**config.mk**
```make
export PLATFORM = sky130hd
export DESIGN_NAME = hnm_ctrl
export DESIGN_NICKNAME = d
export VERILOG_FILES = /design/src/rtl/core/hnm_pkg.sv /design/src/rtl/core/hnm_ctrl.sv
export SDC_FILE = /design/constraint.sdc
export NUM_CORES = 1
export LEC_CHECK = 0
export BUFFER_PORTS_ARGS = -buffer_cell sky130_fd_sc_hd__clkbuf_2
export CELL_PAD_IN_SITES_DETAIL_PLACEMENT = 0
export CELL_PAD_IN_SITES_GLOBAL_PLACEMENT = 1
export CORE_ASPECT_RATIO = 1.4
export CORE_MARGIN = 2
export CORE_UTILIZATION = 46
export CTS_BUF_LIST = sky130_fd_sc_hd__clkbuf_4
export DETAILED_ROUTE_END_ITERATION = 6
export PLACE_DENSITY = 0.88
export SLEW_MARGIN = 0
export SYNTH_ARGS = -nofsm -noshare
export SYNTH_HDL_FRONTEND = slang
export SYNTH_SLANG_ARGS = --single-unit
```
**constraint.sdc**
```tcl
create_clock -name clk -period 2.8 [get_ports clk]
set_input_delay 0.56 -clock clk [delete_from_list [all_inputs] [get_ports clk]]
set_output_delay 0.56 -clock clk [all_outputs]
set_load 0.01 [all_outputs]
```
**src/rtl/core/hnm_pkg.sv**
```systemverilog
`timescale 1ns / 1ps
`default_nettype none
package hnm_pkg;

  localparam int MAX_SIZE = 512;
  localparam int COORD_W = $clog2(MAX_SIZE);
  localparam int SIZE_W = COORD_W + 1;
  localparam int ADDR_W = 2 * COORD_W;
  localparam int DEPTH = MAX_SIZE * MAX_SIZE;
  localparam int HEIGHT_W = 16;
  localparam int GAIN_W = 12;
  localparam int CFG_W = 12;
  localparam int BYTE_W = 8;
  localparam int NUM_READS = 4;
  localparam int NUM_COMP = 3;
  localparam int SQRT_STEPS = 29;
  localparam int DIV_STEPS = 9;
  localparam int CNT_W = 5;

  localparam logic [GAIN_W-1:0] GAIN_RESET = 12'd819;
  localparam logic [SIZE_W-1:0] MAP_SIZE_RESET = SIZE_W'(MAX_SIZE);

  localparam logic CFG_GAIN = 1'b0;
  localparam logic CFG_MAP_SIZE = 1'b1;

  localparam logic CMD_LOAD = 1'b0;
  localparam logic CMD_QUERY = 1'b1;

  typedef enum logic [3:0] {
    OP_NOP,
    OP_CAPTURE,
    OP_WRITE,
    OP_READ,
    OP_MULA,
    OP_MULB,
    OP_SQA,
    OP_SQB,
    OP_SUM,
    OP_SQRT,
    OP_DIVINIT,
    OP_DIVSTEP,
    OP_DIVSTORE,
    OP_OUTLOAD
  } op_t;

  typedef struct packed {
    op_t op;
    logic [1:0] sel;
  } cmd_t;

  typedef struct packed {
    logic oor;
  } status_t;

endpackage
`default_nettype wire

```
**src/rtl/core/hnm_ctrl.sv**
```systemverilog
`timescale 1ns / 1ps
`default_nettype none
module hnm_ctrl
  import hnm_pkg::*;
(
  input  wire logic    clk,
  input  wire logic    rst_n,
  input  wire logic    in_tvalid,
  input  wire logic    in_command,
  output logic         in_tready,
  output logic         out_tvalid,
  input  wire logic    out_tready,
  input  wire status_t status,
  output cmd_t         cmd
);

  typedef enum logic [6:0] {
    S_IDLE = 7'b0000001,
    S_LOAD = 7'b0000010,
    S_READ = 7'b0000100,
    S_CALC = 7'b0001000,
    S_SQRT = 7'b0010000,
    S_DIV  = 7'b0100000,
    S_OUT  = 7'b1000000
  } state_t;

  state_t state_r, state_nxt;
  logic [CNT_W-1:0] cnt_r, cnt_nxt;
  logic [1:0] comp_r, comp_nxt;
  logic out_valid_r, out_valid_nxt;

  assign in_tready = (state_r == S_IDLE);
  assign out_tvalid = out_valid_r;

  always_comb begin
    state_nxt = state_r;
    cnt_nxt = cnt_r;
    comp_nxt = comp_r;
    out_valid_nxt = out_valid_r && !out_tready;
    cmd.op = OP_NOP;
    cmd.sel = 2'd0;
    unique case (state_r)
      S_IDLE: begin
        if (in_tvalid) begin
          cmd.op = OP_CAPTURE;
          cnt_nxt = '0;
          state_nxt = (in_command == CMD_QUERY) ? S_READ : S_LOAD;
        end
      end
      S_LOAD: begin
        cmd.op = OP_WRITE;
        state_nxt = S_IDLE;
      end
      S_READ: begin
        if (status.oor) begin
          state_nxt = S_OUT;
        end else if (cnt_r == CNT_W'(NUM_READS)) begin
          cnt_nxt = '0;
          state_nxt = S_CALC;
        end else begin
          cmd.op = OP_READ;
          cmd.sel = cnt_r[1:0];
          cnt_nxt = cnt_r + CNT_W'(1);
        end
      end
      S_CALC: begin
        cnt_nxt = cnt_r + CNT_W'(1);
        unique case (cnt_r)
          CNT_W'(0): cmd.op = OP_MULA;
          CNT_W'(1): cmd.op = OP_MULB;
          CNT_W'(2): cmd.op = OP_SQA;
          CNT_W'(3): cmd.op = OP_SQB;
          default: begin
            cmd.op = OP_SUM;
            cnt_nxt = '0;
            state_nxt = S_SQRT;
          end
        endcase
      end
      S_SQRT: begin
        cmd.op = OP_SQRT;
        if (cnt_r == CNT_W'(SQRT_STEPS - 1)) begin
          cnt_nxt = '0;
          comp_nxt = 2'd0;
          state_nxt = S_DIV;
        end else begin
          cnt_nxt = cnt_r + CNT_W'(1);
        end
      end
      S_DIV: begin
        cmd.sel = comp_r;
        cnt_nxt = cnt_r + CNT_W'(1);
        if (cnt_r == '0) begin
          cmd.op = OP_DIVINIT;
        end else if (cnt_r <= CNT_W'(DIV_STEPS)) begin
          cmd.op = OP_DIVSTEP;
        end else begin
          cmd.op = OP_DIVSTORE;
          cnt_nxt = '0;
          if (comp_r == 2'(NUM_COMP - 1)) begin
            state_nxt = S_OUT;
          end else begin
            comp_nxt = comp_r + 2'd1;
          end
        end
      end
      S_OUT: begin
        if (!out_valid_r || out_tready) begin
          cmd.op = OP_OUTLOAD;
          out_valid_nxt = 1'b1;
          state_nxt = S_IDLE;
        end
      end
      default: state_nxt = S_IDLE;
    endcase
  end

  always_ff @(posedge clk) begin
    if (!rst_n) begin
      state_r <= S_IDLE;
      cnt_r <= '0;
      comp_r <= 2'd0;
      out_valid_r <= 1'b0;
    end else begin
      state_r <= state_nxt;
      cnt_r <= cnt_nxt;
      comp_r <= comp_nxt;
      out_valid_r <= out_valid_nxt;
    end
  end

endmodule
`default_nettype wire

```
# == Word level (Yosys, flattened, before mapping) ==
# Index checks and enable logic that the tools add are counted.
# Widths: inputs -> output; s select.
# totals
ff_bits,15
word_cells,76
# classes
add_sub_neg,2
magnitude_cmp,1
eq_ne,23
n_mux,35
reduce_logical,11
# op_table
op,n
$mux 7,9
$pmux 7 s6,1
$mux 5,7
$pmux 4 s7,1
$pmux 5 s5,1
$ne 2x2->1 const B,9
$pmux 4 s4,1
$mux 4,3
$eq 5x2->1 const B,2
$mux 3,3
$mux 2,4
$pmux 2 s2,2
$reduce_and 8->1,1
$eq 7x1->1 const B,1
$eq 7x2->1 const B,1
$eq 7x3->1 const B,1
$eq 7x4->1 const B,1
$eq 7x5->1 const B,1
$eq 7x6->1 const B,1
$eq 7x7->1 const B,1
$add 5x1->5 const B,1
$eq 5x1->1 const B,1
$eq 5x3->1 const B,1
$eq 5x5->1 const B,1
14 further kinds,17

# == Logic depth before layout (Yosys ltp) ==
# depth
ltp_word,5
ltp_mapped,8
depth_no_buf,8

# == Least setup slack after synthesis ==
# Ideal clock, no wire load.
# synth_path
kind,flip-flop to output port
from,register cnt_r[0]
to,output cmd[3] in the netlist's numbering
t_arrival_ns,1.512
required_time_ns,2.240
path_slack_ns,0.728
stages_incl_launch_ff,7
cell_sequence,dfxtp_1 > inv_1 > ha_1 > and4bb_2 > nor4b_4 > a41oi_1 > o211ai_1
# synth_rtl
item,line,source
start: declaration,hnm_ctrl.sv:28,"logic [CNT_W-1:0] cnt_r, cnt_nxt;"
start signal: assignment,hnm_ctrl.sv:126,cnt_r <= cnt_nxt;
end: declaration,hnm_ctrl.sv:14,output cmd_t cmd

==> results.toml <==
[placed_design]
hpwl_mm = 2.25
dpl_cell_area_mm2 = 0.00127
port_buffers = 13
placedCellCount = 177
pre_cts_ws_ns = 0.464
place.gp.congestion = 0.910

[detailed_routing]
wl_met1_mm = 1.11
wl_met3_um = 95
drc = 0
wire_per_inst_um = 15.5
dr_wl_met2_mm = 1.54
dr.max_layer_used = "met4"
wl_mm = 2.81
detail_route.vias_per_cell = 5.77
drt-pass1-iter-count = 4
ant_nets = 0
drtIter0Drc = 55
via_count = 1045

[setup_path]
crit_path_start_kind = "flip-flop"
crit_arrival_ns = 2.07
cp_max_fo = 6
end_kind = "output pin"
worst-setup-path-type = "flip-flop to output pin"
rr_worst_depth = 7
required_ns = 2.24

[clock_tree]
clock_latency_ns = 0.30
ctsRootBufferMaster = "clkbuf_4"
cts.sinks = 15
clk_path_buf_depth = 2
cts_tree = "done"
cts_buffers = 3
cts_setup_buffers = 0
htreeDepth = 1
hold_buffers = 0
cts.clk_slew.worst_paths_ns = 0.10
cts_resized = 0

[yosys]
syn_inst = 134
yosys_register_bits = 15
ys_async_sr_fraction_pct = 0
yosys_warnings = 0
netlist-cell-type-count = 53
synth_compound_area_share_pct = 22.6
synth_adder_area_share_pct = 5.22
synth_top_family_by_area = "simple AND/OR/NAND/NOR gates"
synthFlopType = "dfxtp_1"
synth-xor-area-share_pct = 3.66
synth-simple-area-share_pct = 37.8
synth_edf_count = 0
netlist_area_mm2 = 0.00120
synthMuxAreaShare_pct = 0.836
avgSynthCellArea_um2 = 8.94
ys_seq_area_share_pct = 25.1
synthesis.nets = 145

[layout]
area_delta_synth_final_pct = 9.09
final_cell_mix = "nor2_1 (18), dfxtp_1 (13), clkbuf_2 (13), nand2_1 (8), inv_1 (7)"
layout-drive-gt1-share_pct = 24.5
fin_util_pct = 53.5
fin_nets = 159
fill_cells = 258
layout.cells.non_filler = 181
design_area_mm2 = 0.00131
diodes = 0
mostFrequentLayoutCell = "nor2_1"

[grt]
grt_pass1_wl_mm = 4.57
grt_pass1_vias = 987
grt_start_max_net_pins = 13
grt_overflow = 0
grt_usage_pct = 20.9
antenna_found_initial = 0

[timing]
holdWs_ns = 0.476
slew_headroom_pct = 65.3
rsz0062_at_grt = "no"
setup_tns_ns = 0
post-route-min-period_ns = 2.63
slew_violations = 0
skew_ns = 0.00618
fmax_mhz = 381
final_hold_viol_count = 0
worst_pin_slew_ns = 0.517
final.setup.worst_slack_ns = 0.173
finalCritPeriodShare_pct = 93.8
setup_violations = 0

[worst_hold_path]
hold_path_class = "flip-flop to flip-flop"
hold_depth = 2

[pwr]
power.total_mw = 0.658
ir_drop_mv = 0.317
p_leak_nw = 0.534
power_density_mw_per_mm2 = 503

[die]
die_h_um = 64.4
ioPinCount = 14
initial_core_util_pct = 49.0
fp.dieW_um = 47.1
rows = 21
core_area_mm2 = 0.00244
die_area_mm2 = 0.00303

[run_status]
status = "complete, no violations"

[job]
max-cap-violations = 0
registers in the layout, summed over array words and instances, names as in the netlist:
signal	flops
state_r	7
cnt_r	5
comp_r	2
out_tvalid	1
power by group:
group          internal, mW  leakage [nW]  switching [mW]
combinational         0.103         0.393           0.150
clock                0.0654        0.0184          0.0815
sequential            0.231         0.123          0.0273
area by class of cell:
| type | count | area (um2) | area share [%] |
|---|---|---|---|
| clock buffers | 4 | 30.0 | 2.30 |
| inverters | 7 | 26.3 | 2.01 |
| multi-input cells | 108 | 840 | 64.3 |
| flip-flops and latches | 15 | 303 | 23.2 |
| well taps | 34 | 42.5 | 3.26 |
| repair buffers | 13 | 65.1 | 4.98 |
metal layers:
layer,vias to the layer above,global-route usage [%]
li1,520,-
met1,500,24.8
met2,20,36.3
met3,5,1.69
met4,0,8.68
met5,-,0
worst max-delay path: stages (launching register included):
cell	delay, ns
dfxtp_2	0.39
inv_1	0.09
ha_1	0.25
and4bb_2	0.27
nor4b_4	0.38
nand2_1	0.13
o21ai_0	0.09
clkbuf_2	0.15
Yosys cell counts, types with 2 or more instances:
library cell,n,area [um2]
xor2_1,4,35.0
nand3_1,5,25.0
nor3_1,3,15.0
nand2_1,8,30.0
a21oi_1,3,15.0
nor2b_1,5,31.3
dfxtp_1,15,300
nand2b_1,4,25.0
o211ai_1,3,22.5
ha_1,5,62.6
nand4b_1,2,17.5
o21ai_1,2,10.0
nor4_2,2,25.0
o21ai_0,2,10.0
nand3_4,2,35.0
a21boi_1,3,22.5
or3_1,2,12.5
nor2_1,18,67.6
nand4_1,2,12.5
inv_1,7,26.3
and3_1,3,18.8
buf_6,2,22.5
a22o_1,2,17.5
kinds of logic after synthesis:
group / after synthesis
AO/OA/AOI/OAI: 31
XOR/XNOR: 5
adder cells (fa/ha/maj): 5
buffers and inverters: 11
flip-flops: 15
multiplexers: 1
AND/OR/NAND/NOR: 66
path summary, 6_finish.rpt:
kind                                             start                 endpoint  slack [ns]
worst min-delay path            comp_r[0]$_SDFFE_PN0P_   comp_r[0]$_SDFFE_PN0P_        0.48
worst min register to register  comp_r[0]$_SDFFE_PN0P_   comp_r[0]$_SDFFE_PN0P_        0.48
worst max register to register   cnt_r[0]$_SDFFE_PN0P_  state_r[3]$_SDFFE_PN0P_        0.51
worst max-delay path             cnt_r[0]$_SDFFE_PN0P_                   cmd[0]        0.17
Power figures use the tool's default switching activity.
